$ cat config.mk
export PLATFORM = sky130hd
export DESIGN_NAME = wfc_cordic
export DESIGN_NICKNAME = d
export VERILOG_FILES = /design/src/rtl/assert_macros.svh /design/src/rtl/wfc_pkg.sv /design/src/rtl/wfc_cordic.sv
export SDC_FILE = /design/constraint.sdc
export NUM_CORES = 1
export LEC_CHECK = 0
export ABC_AREA = 0
export BUFFER_PORTS_ARGS = -buffer_cell sky130_fd_sc_hd__buf_2
export CAP_MARGIN = 20
export CORE_AREA = 2 2 203 205
export CTS_CLUSTER_SIZE = 16
export DETAILED_ROUTE_END_ITERATION = 10
export DIE_AREA = 0 0 205 207
export GPL_TIMING_DRIVEN = 0
export PLACE_DENSITY = 0.66
export REMOVE_ABC_BUFFERS = 1
export SYNTH_ARGS = -nofsm -noshare
export SYNTH_HDL_FRONTEND = slang
export SYNTH_SLANG_ARGS = --single-unit
$ cat constraint.sdc
create_clock -name clk -period 13.3 [get_ports clk]
set_input_delay 1.33 -clock clk [delete_from_list [all_inputs] [get_ports clk]]
set_output_delay 1.33 -clock clk [all_outputs]
set_load 0.02 [all_outputs]
$ cat src/rtl/assert_macros.svh
// assertion macros used by the waypoint follow controller rtl
// no dependencies; define NO_ASSERTIONS to compile them out
`ifndef ASSERT_MACROS_SVH
`define ASSERT_MACROS_SVH
`ifndef NO_ASSERTIONS
`define ASSERT_IMPLY(label, clk, rst, ante, cons) \
  label: assert property (@(posedge clk) disable iff (rst) (ante) |-> (cons)) \
    else $error("implication check failed");
`define ASSERT_NEVER(label, clk, rst, cond) \
  label: assert property (@(posedge clk) disable iff (rst) !(cond)) \
    else $error("forbidden condition seen");
`else
`define ASSERT_IMPLY(label, clk, rst, ante, cons)
`define ASSERT_NEVER(label, clk, rst, cond)
`endif
`endif

$ cat src/rtl/wfc_pkg.sv
// types, constants and tables for the waypoint follow controller
// no dependencies
package wfc_pkg;

  localparam int MAX_WAYPOINTS = 64;
  localparam int CORDIC_STEPS  = 16;

  localparam int WP_AW  = $clog2(MAX_WAYPOINTS);
  localparam int IDX_W  = WP_AW + 1;
  localparam int ITER_W = $clog2(CORDIC_STEPS);

  // cordic datapath and Q5.30 angle widths
  localparam int CW = 38;
  localparam int ZW = 35;

  localparam logic signed [ZW-1:0] PI_Q30 = 35'sd3373259426;
  localparam logic signed [17:0] PI_Q12     = 18'sd12868;
  localparam logic signed [17:0] TWO_PI_Q12 = 18'sd25736;
  localparam logic [23:0] INV_GAIN_Q24 = 24'd10188014;
  localparam logic signed [15:0] ARM_REST  = -16'sd8192;
  localparam logic signed [15:0] HAND_REST = 16'sd8192;
  localparam logic [7:0] ACT_RETRACT = 8'd2;
  localparam logic [31:0] SLEW_CAP_US = 32'd16000000;
  // elapsed*4096/1e6 = elapsed*64/15625; ceil(2^44 / 15625), result in bits 53:38
  localparam logic [30:0] STEP_RECIP = 31'd1125899907;

  localparam logic [1:0] CFG_PERIOD  = 2'd0;
  localparam logic [1:0] CFG_SPEED   = 2'd1;
  localparam logic [1:0] CFG_POS_TOL = 2'd2;
  localparam logic [1:0] CFG_YAW_TOL = 2'd3;

  localparam logic OP_LOAD = 1'b0;
  localparam logic OP_TICK = 1'b1;

  localparam logic [1:0] PASS_HEAD  = 2'd0;
  localparam logic [1:0] PASS_PLANE = 2'd1;
  localparam logic [1:0] PASS_SPACE = 2'd2;

  typedef enum logic [3:0] {
    ST_IDLE,
    ST_GATE,
    ST_RD_CUR,
    ST_RD_PREV,
    ST_CALC,
    ST_CORD_START,
    ST_CORD_WAIT,
    ST_SCALE_LO,
    ST_SCALE_HI,
    ST_DIV_RUN,
    ST_FINISH
  } state_t;

  typedef struct packed {
    logic               updated;
    logic signed [15:0] drive_x;
    logic signed [15:0] drive_y;
    logic signed [15:0] turn_rate;
    logic               joints_write;
    logic signed [15:0] arm_command;
    logic signed [15:0] hand_command;
    logic               task_active;
  } result_t;

  function automatic logic [30:0] atan_q30(input logic [4:0] i);
    logic [30:0] v;
    case (i)
      5'd0:  v = 31'd843314856;
      5'd1:  v = 31'd497837829;
      5'd2:  v = 31'd263043836;
      5'd3:  v = 31'd133525158;
      5'd4:  v = 31'd67021686;
      5'd5:  v = 31'd33543515;
      5'd6:  v = 31'd16775850;
      5'd7:  v = 31'd8388437;
      5'd8:  v = 31'd4194282;
      5'd9:  v = 31'd2097149;
      5'd10: v = 31'd1048575;
      5'd11: v = 31'd524287;
      5'd12: v = 31'd262143;
      5'd13: v = 31'd131071;
      5'd14: v = 31'd65535;
      5'd15: v = 31'd32767;
      5'd16: v = 31'd16383;
      5'd17: v = 31'd8191;
      5'd18: v = 31'd4095;
      5'd19: v = 31'd2047;
      5'd20: v = 31'd1023;
      5'd21: v = 31'd511;
      5'd22: v = 31'd255;
      5'd23: v = 31'd127;
      5'd24: v = 31'd63;
      5'd25: v = 31'd31;
      5'd26: v = 31'd15;
      5'd27: v = 31'd8;
      5'd28: v = 31'd4;
      5'd29: v = 31'd2;
      5'd30: v = 31'd1;
      default: v = 31'd0;
    endcase
    return v;
  endfunction

endpackage

$ cat src/rtl/wfc_cordic.sv
// iterative vectoring cordic: one micro-rotation per cycle
// depends on wfc_pkg
module wfc_cordic (
  input  logic                       clk,
  input  logic                       rst,
  input  logic                       start,
  input  logic signed [wfc_pkg::CW-1:0] x_in,
  input  logic signed [wfc_pkg::CW-1:0] y_in,
  output logic                       busy,
  output logic                       done,
  output logic signed [wfc_pkg::ZW-1:0] ang,
  output logic signed [wfc_pkg::CW-1:0] mag
);
  import wfc_pkg::*;

  logic signed [CW-1:0] x;
  logic signed [CW-1:0] y;
  logic signed [ZW-1:0] z;
  logic [ITER_W-1:0]    iter;
  logic signed [CW-1:0] sx;
  logic signed [CW-1:0] sy;
  logic signed [ZW-1:0] at;

  always_comb begin
    sx = y >>> iter;
    sy = x >>> iter;
    at = ZW'(signed'({1'b0, atan_q30(5'(iter))}));
  end

  always_ff @(posedge clk) begin
    if (rst) begin
      busy <= 1'b0;
      done <= 1'b0;
      iter <= '0;
    end else begin
      done <= 1'b0;
      if (start) begin
        iter <= '0;
        if (x_in == '0 && y_in == '0) begin
          x    <= '0;
          y    <= '0;
          z    <= '0;
          done <= 1'b1;
        end else begin
          busy <= 1'b1;
          if (x_in < 0) begin
            // rotate into the right half plane first
            x <= -x_in;
            y <= -y_in;
            z <= (y_in >= 0) ? PI_Q30 : -PI_Q30;
          end else begin
            x <= x_in;
            y <= y_in;
            z <= '0;
          end
        end
      end else if (busy) begin
        if (y >= 0) begin
          x <= x + sx;
          y <= y - sy;
          z <= z + at;
        end else begin
          x <= x - sx;
          y <= y + sy;
          z <= z - at;
        end
        iter <= iter + ITER_W'(1);
        if (iter == ITER_W'(CORDIC_STEPS - 1)) begin
          busy <= 1'b0;
          done <= 1'b1;
        end
      end
    end
  end

  assign ang = z;
  assign mag = x;

endmodule

==> results.yml, run 1 <==
sta:
  tightest_slew_ps: 1089
  rsz0062_at_grt: "no"
  period_share: 0.5663
  hold_ws_ps: 700.7
  period_needed_ps: 7531
  setup_viol: 0
  fmax_mhz: 132.8
  fin_setup_tns_ps: 0
  drv_slew: 0
  relSlewSlack: 0.2716
  clock_skew_ps: 14.85
  finalHoldViolCount: 0
critical_path:
  rr_endpoint: "y[37]$_DFFE_PP_"
  crit_fanout: 57
  worst-setup-path-type: "reg -> reg"
  critPathMaxStageDelay_ps: 840
  worstPathCellList: "buf_16 > mux4_2 > and2_1 > nor3_1 > nor2_1 > inv_1 > ha_1 > a21boi_0 > nand2_1 > a21o_1 > o21ai_0 > xnor2_1 > ha_1 > a21o_1 > a211oi_1 > o21ai_0 > a221oi_1 > a31oi_1 > a221oi_1 > o31ai_1 > a211oi_1 > xnor3_1 > o22ai_2"
  arrival_ps: 7840
  rr_worst_depth: 23
  worstPathRequired_ps: 13610
  timing.rr.start: "iter[1]$_SDFFE_PP0P_"
  rrSetupSlack_ps: 5770
  worst_setup_path_end_kind: "flop"
  slowest_stage: "dfxtp_4"
  critPathLaunchType: "flop"
clock_tree:
  clock_latency_ps: 470
  cts_inserted_buffers: 17
  cts_resized: 0
  htree_levels: 4
  cts_tree: "done"
  ctsHoldBuffers: 0
  clkTransAtPathRegs_ps: 70
  clockBufferDepth: 2
  root_buffer: "clkbuf_16"
  cts.sinks: 146
  post_cts_buffers: 0
floorplanning:
  std_cell_rows: 74
  die_area_sq_mm: 0.04244
  die_y_um: 207
  io_pins: 154
  start_util: 0.4726
  die_w_um: 205
  core_area_sq_mm: 0.04037
route:
  viasPerCell: 6.247
  firstDrtPassIters: 6
  wire_per_inst_um: 20.25
  ant_nets: 0
  drtIter0Drc: 1656
  drcViolationCount: 0
  via_count: 17950
  wl_um: 58200
yosys:
  synth_top_cells_by_area: "edfxtp_1 17%, ha_1 8.1%, mux4_2 7.1%"
  ys_seq_area_frac: 0.2115
  yosysTopAreaCell: "edfxtp_1"
  yosysMostFrequentCell: "nand2_1"
  synth-async-reset-ratio: 0
  synth_edf_count: 111
  synth_area_sq_mm: 0.01908
  synth_cells: 2259
  synthTopCellsByCount: "265 x nand2_1, 219 x o21ai_0, 159 x a21oi_1, 147 x xnor2_1, 141 x nor2_1"
  ys_ff_latch: 146
  synthFlopType: "edfxtp_1"
  avgSynthCellArea_sq_um: 8.445
  synth_top_area_frac: 0.1747
  synth_warnings: 0
  synth_cell_type_count: 103
global_routing:
  antenna_found_initial: 0
  grt_pass1_vias: 17020
  grt-ovfl-total: 0
  grt_max_degree: 84
  grt_pass1_wl_um: 92320
  grt_usage: 0.2705
cells_and_area:
  drive_above_1_share: 0.1533
  diodes: 0
  multiInputGateArea_sq_mm: 0.01418
  fill_cells: 3889
  regArea_sq_mm: 0.004046
  areaGrowthSynthToFinish_pct: 9.031
  fin_nets: 2534
min_path:
  hold_start: "busy$_SDFFE_PP0P_"
  min-delay-path-class: "reg -> reg"
  holdPathEnd: "busy$_SDFFE_PP0P_"
  whs_path_depth: 1
power:
  switching_share: 0.4815
  clockPowerShare: 0.129
  power_frac_seq: 0.214
  power_leakage_uw: 0.008236
  ir_worst_vdd_mv: 0.09449
  pwr-share-comb: 0.658
  switching_power_uw: 1777
  p_per_area_mw_per_mm2: 177.4
  internal_power_uw: 1913
run_status:
  status: "completed"
placed_design:
  gp_congestion: 0.9488
  dpl.hpwl_um: 45100
  portBuffers: 153
flow_run:
  drv_cap: 0
## state kept, by name, summed over array words and instances (netlist names)
signal / flops
iter: 4
ang: 35
busy: 1
done: 1
mag: 38
at: 29
y: 38
## per-stage QoR
step / power, uW / setup WS [ps] / cells / cell area [sq um] / utilization
4_1_cts: 3662 / 5867 / 2874 / 20800 / 0.5152
3_3_place_gp: 3119 / 2200 / 2829 / 19900 / 0.4930
6_report: 3690 / 5769 / 2874 / 20800 / 0.5152
3_5_place_dp: 3170 / 5941 / 2842 / 20240 / 0.5014
5_1_grt: 3982 / 5377 / 2874 / 20800 / 0.5152
2_1_floorplan: 2578 / 4617 / 2144 / 18470 / -
## critical path: cells and delay by family (launching register included)
family / cells / cell delay [ps]
AOI/OAI and AO/OA: 12 / 3550
and+or+nand+nor: 4 / 850
DFF: 1 / 840
muxes: 1 / 590
adders and majority gates: 2 / 510
xor gates and xnor gates: 2 / 490
buffers and inverters: 2 / 450
## layout by cell type (no fill, tap or decap), drive strengths merged, types with 35 or more instances in the layout
master / instances
nand2: 266
a21o: 55
ha: 123
dfxtp: 35
inv: 74
nor2: 142
mux2: 43
nand3: 52
xor2: 109
o21ai: 226
mux4: 67
edfxtp: 111
xnor2: 147
buf: 166
o31ai: 44
mux2i: 51
a21oi: 162
## power by group through the flow
stage                     clock [uW]  sequential (uW)  combinational (uW)
final                            474              789                2430
after global routing             498              800                2680
after CTS                        483              784                2390
after detailed placement           0              795                2380
after global placement             0              814                2300
after floorplan                    0              790                1790
## worst max path at each step
stage,start,end
2_1_floorplan,iter[1]$_SDFFE_PP0P_,mag[37]$_DFFE_PP_
3_3_place_gp,iter[1]$_SDFFE_PP0P_,mag[34]$_DFFE_PP_
3_5_place_dp,iter[1]$_SDFFE_PP0P_,y[37]$_DFFE_PP_
4_1_cts,iter[1]$_SDFFE_PP0P_,y[37]$_DFFE_PP_
5_1_grt,iter[1]$_SDFFE_PP0P_,y[37]$_DFFE_PP_
6_report,iter[1]$_SDFFE_PP0P_,y[37]$_DFFE_PP_
## final cells by class
type	count	share of cell area
multi-input cells	1927	0.6816
flip-flops and latches	146	0.1945
repair buffers	166	0.05197
well taps	532	0.03200
clock buffers	19	0.02129
inverters	71	0.01293
clock inverters	13	0.005654
## cell families after synthesis
family / Yosys count / synth area share
AO/OA/AOI/OAI: 702 / 0.2336
AND/OR/NAND/NOR: 681 / 0.1739
XOR/XNOR: 257 / 0.1187
buffers and inverters: 186 / 0.04578
multiplexers: 161 / 0.1328
flip-flops: 146 / 0.2115
adder cells (fa/ha/maj): 126 / 0.08382
## per-layer routing
| metal | global-route usage | share of wire | vias to the layer above |
|---|---|---|---|
| met1 | 0.3847 | 0.45 | 8604 |
| met4 | 0.06897 | 0.018 | 0 |
| li1 | - | - | 8590 |
| met2 | 0.4331 | 0.46 | 687 |
| met5 | 0 | 0 | - |
| met3 | 0.03430 | 0.071 | 73 |
No activity file was read; power rests on OpenSTA's default activity.
==> inputs of run 2 (changes only) <==
ABC_AREA = 1   (was 0)
CORE_AREA = 2 2 209 211   (was 2 2 203 205)
DIE_AREA = 0 0 211 213   (was 0 0 205 207)
PLACE_DENSITY = 0.65   (was 0.66)
clock period = 7.2 ns   (was 13.3 ns; I/O delays follow)
==> run 2 against run 1 <==
  * Routed wire length increased by 25%
  * Via count increased by 24%
  * Worst setup slack got worse by 4500 ps
  * Critical path depth increased by 3
  * Maximum frequency increased by 28%
  * Power increased by 60%
  * Non-clock buffer count increased by 4
  * Sequential power increased by 61%
  * Synthesized cell count increased by 45%
  * Sequential cell count unchanged
  * Critical endpoint is now mag[36]$_DFFE_PP_
  * Highest routed layer is now met5
==> results.yml, run 2 <==
critical_path:
  slowest_stage: "edfxtp_1"
  worstPathRequired_ps: 7440
  crit_fanout: 38
  worst_setup_path_end_kind: "flop"
  critPathLaunchType: "flop"
  rrSetupSlack_ps: 1310
  critPathMaxStageDelay_ps: 760
  worst-setup-path-type: "reg -> reg"
  arrival_ps: 6130
  rr_endpoint: "mag[36]$_DFFE_PP_"
  crit_family: "simple AND/OR/NAND/NOR gates"
  rr_worst_depth: 26
  timing.rr.start: "y[37]$_DFFE_PP_"
  cp.buffers_inverters: 3
  critPathMostFrequentCell: "nand2_1"
cells_and_area:
  regArea_sq_mm: 0.004039
  layout_commonest_cell: "nand2_1"
  fill_cells: 4477
  multiInputGateArea_sq_mm: 0.01449
  final_cell_mix: "843 x nand2_1, 453 x nand3_1, 343 x nor2_1"
  drive_above_1_share: 0.09958
  instances_no_fill: 3910
  fin_nets: 3556
  areaGrowthSynthToFinish_pct: 9.232
  diodes: 0
  fin_area_sq_mm: 0.02212
yosys:
  avgSynthCellArea_sq_um: 6.188
  synth_compound_area_frac: 0.1570
  synth_cells: 3272
  ys_ff_latch: 146
  synth-async-reset-ratio: 0
  synthXorXnorAreaFrac: 0.08046
  yosys.area_share.adder: 0.07898
  synthTopCellsByCount: "843 x nand2_1, 453 x nand3_1, 343 x nor2_1, 290 x inv_1, 224 x o21ai_0"
  synthFlopType: "edfxtp_1"
  synth_top_area_frac: 0.1646
  synth_warnings: 0
  yosysTopAreaCell: "edfxtp_1"
  synth_simple_gate_area_frac: 0.3972
  muxShareOfSynthArea: 0.001607
  yosysMostFrequentCell: "nand2_1"
  synth_edf_count: 111
  synth_area_sq_mm: 0.02025
  synth_top_family_by_area: "simple AND/OR/NAND/NOR gates"
  ys_seq_area_frac: 0.1992
  synth_top_cells_by_area: "edfxtp_1 16%, nand2_1 16%, nand3_1 11%"
  synth_cell_type_count: 60
floorplanning:
  io_pins: 154
  std_cell_rows: 76
  die_w_um: 211
  die_area_sq_mm: 0.04494
  core_area_sq_mm: 0.04270
  die_y_um: 213
  start_util: 0.4742
min_path:
  holdPathEnd: "y[35]$_DFFE_PP_"
  hold_start: "y_in[35]"
  min-delay-path-class: "in -> reg"
  whs_path_depth: 4
global_routing:
  grt_max_degree: 75
  grt-ovfl-total: 0
  grt_pass1_wl_um: 112300
  grt_pass1_vias: 20710
  antenna_found_initial: 1
  grt_usage: 0.3232
run_status:
  status: "completed"
sta:
  rsz0062_at_grt: "no"
  relSlewSlack: 0.3487
  fmax_mhz: 169.8
  period_needed_ps: 5889
  finalHoldViolCount: 0
  period_share: 0.8179
  clock_skew_ps: 20.17
  tightest_slew_ps: 977.0
  drv_slew: 0
  setup_viol: 0
placed_design:
  portBuffers: 153
  gp_congestion: 0.9471
  placed_area_sq_mm: 0.02151
  placed_cells: 3878
  dpl.hpwl_um: 59050
clock_tree:
  clkTransAtPathRegs_ps: 80
  clockBufferDepth: 2
  root_buffer: "clkbuf_16"
  cts_inserted_buffers: 17
  clock_latency_ps: 490
  post_cts_buffers: 0
  htree_levels: 4
  cts_tree: "done"
  cts.sinks: 146
  ctsHoldBuffers: 0
  cts_resized: 0
route:
  drtIter0Drc: 2125
  drcViolationCount: 0
  wire_per_inst_um: 18.57
  firstDrtPassIters: 6
  wl_um: 72590
  viasPerCell: 5.691
  via_count: 22250
  ant_nets: 0
power:
  p_per_area_mw_per_mm2: 266.5
  ir_worst_vdd_mv: 0.2341
  power_leakage_uw: 0.01022
flow_run:
  drv_cap: 0
[run 2: cell types whose count changed after synthesis, sizes merged, moves of 41 or more]
cell / delta
nand2: +614
nand3: +422
inv: +236
nor2: +220
xnor2: -79
mux4: -67
mux2i: -50
a21o: -42
mux2: -41
[run 2: per-stage QoR]
stage	utilization	total power (uW)	hold slack [ps]	worst slack [ps]	setup TNS (ps)
final	0.5180	5895	614.9	1311	0
after global placement	0.4943	4885	611.8	-9055	-1025670
after detailed placement	0.5037	4907	626.9	1507	0
after CTS	0.5180	5884	588.1	1470	0
after global routing	0.5180	6422	628.4	836.9	0
after floorplan	-	3887	645.0	-850.1	-64550
[run 2: logic make-up (layout without fill, tap and decap cells)]
family          after synthesis  in the layout
simple gates               1830           1830
fa+ha+maj                   126            126
mux                           3              3
flops                       146            146
xor+xnor                    186            186
compound gates              568            568
buf+inv                     413            505
[run 2: where the power goes]
| part | internal, uW | switching (uW) | total [uW] |
|---|---|---|---|
| Sequential | 1100 | 168 | 1270 |
| Clock | 516 | 437 | 953 |
| Combinational | 1260 | 2420 | 3670 |
[run 2: worst max-delay path by stage]
| stage | from | endpoint | slack (ps) | cells past startpoint |
|---|---|---|---|---|
| after floorplan | start | busy$_SDFFE_PP0P_ | -850 | 4 |
| after global placement | start | done$_SDFF_PP0_ | -9060 | 5 |
| after detailed placement | y[37]$_DFFE_PP_ | mag[36]$_DFFE_PP_ | 1510 | 26 |
| after CTS | y[37]$_DFFE_PP_ | mag[36]$_DFFE_PP_ | 1470 | 26 |
| after global routing | iter[0]$_SDFFE_PP0P_ | mag[36]$_DFFE_PP_ | 840 | 31 |
| final | y[37]$_DFFE_PP_ | mag[36]$_DFFE_PP_ | 1310 | 26 |
[run 2: worst reg2reg max path: cells and delay by family, from the launching register on]
| kind | cells | cell delay, ps |
|---|---|---|
| compound gates | 2 | 320 |
| xor+xnor | 2 | 310 |
| fa+ha+maj | 1 | 400 |
| buf+inv | 3 | 1120 |
| flops | 1 | 760 |
| simple gates | 18 | 2750 |
[run 2: cell type report]
| type | count | area share |
|---|---|---|
| sequential | 146 | 0.1826 |
| tap | 546 | 0.03089 |
| timing repair buffer | 170 | 0.05193 |
| inverter | 303 | 0.05165 |
| multi-input combinational | 2713 | 0.6553 |
| clock inverter | 11 | 0.004809 |
| clock buffer | 21 | 0.02280 |
[run 2: routing by layer]
metal | global-route usage | routed length [um] | up-vias | part of all wire
met4 | 0.09883 | 1951 | 2 | 0.027
met3 | 0.04515 | 3850 | 91 | 0.053
met1 | 0.4220 | 32310 | 10260 | 0.45
li1 | - | - | 11190 | -
met2 | 0.5531 | 34470 | 711 | 0.47
met5 | 0 | 13 | - | 0.00018
==> inputs of run 3 (changes only) <==
PLACE_DENSITY = 0.68   (was 0.65)
clock period = 4.7 ns   (was 7.2 ns; I/O delays follow)
==> run 3 against run 2 <==
  * Sequential power rose by 53%
  * Core utilization up 2.3 points
  * Cell area increased by 4.5%
  * Worst hold slack worse by 270 ps
  * Die area did not move
  * Critical endpoint is now y[35]$_DFFE_PP_
  * Cell count grew 0.74%
  * Register-to-register slack worse by 1300 ps
  * Worst setup slack got worse by 1300 ps
  * Global-route usage is 0.61 points higher
  * Count of clock-buffer cells in the layout down 3
  * Combinational power rose by 64%
  * Routed wire length is 4.3% higher
==> results.yml, run 3 (synthesis results as in run 2) <==
clock_tree:
  clkTransAtPathRegs_ps: 70
  cts_tree: "done"
  clock_latency_ps: 500
  cts.sinks: 146
  htree_levels: 4
  cts_inserted_buffers: 17
  clockBufferDepth: 2
  root_buffer: "clkbuf_16"
  ctsHoldBuffers: 0
route:
  wire_per_inst_um: 19.23
  drcViolationCount: 0
  ant_nets: 0
  firstDrtPassIters: 5
  wl_um: 75740
  drtIter0Drc: 2211
  viasPerCell: 5.757
  via_count: 22680
power:
  internal_power_uw: 4511
  pwr-share-comb: 0.643
  power_uw: 9378
  switching_share: 0.5190
  p_per_area_mw_per_mm2: 405.8
  power_leakage_uw: 0.01050
  switching_power_uw: 4867
  power_frac_seq: 0.207
  ir_worst_vdd_mv: 0.2994
  clockPowerShare: 0.150
cells_and_area:
  multiInputGateArea_sq_mm: 0.01513
  fill_cells: 4392
  final_cell_mix: "818 x nand2_1, 433 x nand3_1, 327 x nor2_1"
  fin_nets: 3583
  areaGrowthSynthToFinish_pct: 14.13
  layout_commonest_cell: "nand2_1"
  regArea_sq_mm: 0.004046
  drive_above_1_share: 0.1424
sta:
  finalHoldViolCount: 0
  drv_slew: 0
  setup_viol: 0
  hold_ws_ps: 347.4
  fmax_mhz: 214.9
  tightest_slew_ps: 1025
  rsz0062_at_grt: "yes"
  period_share: 0.9903
  period_needed_ps: 4654
  relSlewSlack: 0.3169
  clock_skew_ps: 14.77
global_routing:
  grt_max_degree: 58
  grt_usage: 0.3294
  grt_pass1_wl_um: 114300
  antenna_found_initial: 1
  grt_pass1_vias: 21100
  grt-ovfl-total: 0
critical_path:
  critPathMaxStageDelay_ps: 370
  arrival_ps: 4900
  crit_fanout: 26
  worst_setup_path_end_kind: "flop"
  slowest_stage: "dfxtp_4"
  critPathMostFrequentCell: "nand2_1"
  worstPathRequired_ps: 4950
  worst-setup-path-type: "reg -> reg"
  critPathLaunchType: "flop"
placed_design:
  gp_congestion: 0.9405
  dpl.hpwl_um: 59940
  portBuffers: 153
flow_run:
  drv_cap: 0
floorplanning:
  core_area_sq_mm: 0.04270
  die_area_sq_mm: 0.04494
  start_util: 0.4742
  die_y_um: 213
  io_pins: 154
  std_cell_rows: 76
  die_w_um: 211
min_path:
  min-delay-path-class: "in -> reg"
run_status:
  status: "completed"
==> run 3: power groups by stage <==
stage	Combinational [uW]	Sequential [uW]	Clock, uW
finish	6030	1940	1400
global route	6730	1960	1480
CTS	5670	1940	1430
detailed placement	5560	1980	0
global placement	5450	2040	0
floorplan	3950	2000	0
==> run 3: final timing paths <==
kind	from	end	slack [ps]	cells after the start
setup reg to reg	iter[0]$_SDFFE_PP0P_	y[35]$_DFFE_PP_	50	25
setup / recovery	iter[0]$_SDFFE_PP0P_	y[35]$_DFFE_PP_	50	25
hold reg to reg	busy$_SDFFE_PP0P_	iter[1]$_SDFFE_PP0P_	640	2
hold / removal	rst	iter[0]$_SDFFE_PP0P_	350	4
==> run 3: repair_timing <==
| action | CTS | global route |
|---|---|---|
| pin swaps | 1 | 24 |
| setup endpoints to repair | 52 | 39 |
| buffers inserted | 3 | 19 |
| gates cloned | 2 | 3 |
| resized for setup | 38 | 152 |
| endpoints found under the hold margin | 0 | 0 |
==> run 3: critical path: cells and delay by family (launching register included) <==
kind | cells | cell delay, ps
compound gates | 4 | 870
xor+xnor | 1 | 230
fa+ha+maj | 1 | 310
buf+inv | 4 | 680
flops | 1 | 370
simple gates | 15 | 1930
==> run 3: through the flow <==
stage                     std cells  utilization  setup TNS (ps)  cell area (sq um)  setup slack (ps)
after global placement         3861       0.4943        -1577870              21100            -11220
final                          3939       0.5412               0              23110             45.66
after CTS                      3915       0.5222               0              22300             3.937
after global routing           3937       0.5411          -237.2              23100            -70.94
after detailed placement       3878       0.5040          -24800              21520             -1241
after floorplan                3162            -         -418720              19660             -3100
==> run 3: final cells by class <==
class | instances | share of cell area
Multi-Input combinational cell | 2713 | 0.6548
Timing Repair inverter | 2 | 0.0008663
Timing Repair Buffer | 195 | 0.06270
Clock buffer | 18 | 0.01900
Antenna cell | 2 | 0.0002166
Clock inverter | 14 | 0.005685
Tap cell | 546 | 0.02956
Inverter | 303 | 0.05203
Sequential cell | 146 | 0.1751
==> run 3: routing by layer <==
layer | track usage | share of wire | up-vias
met3 | 0.05368 | 0.063 | 102
met4 | 0.1149 | 0.030 | 0
li1 | - | - | 11270
met5 | 0 | 0 | -
met2 | 0.5571 | 0.47 | 766
met1 | 0.4251 | 0.44 | 10540
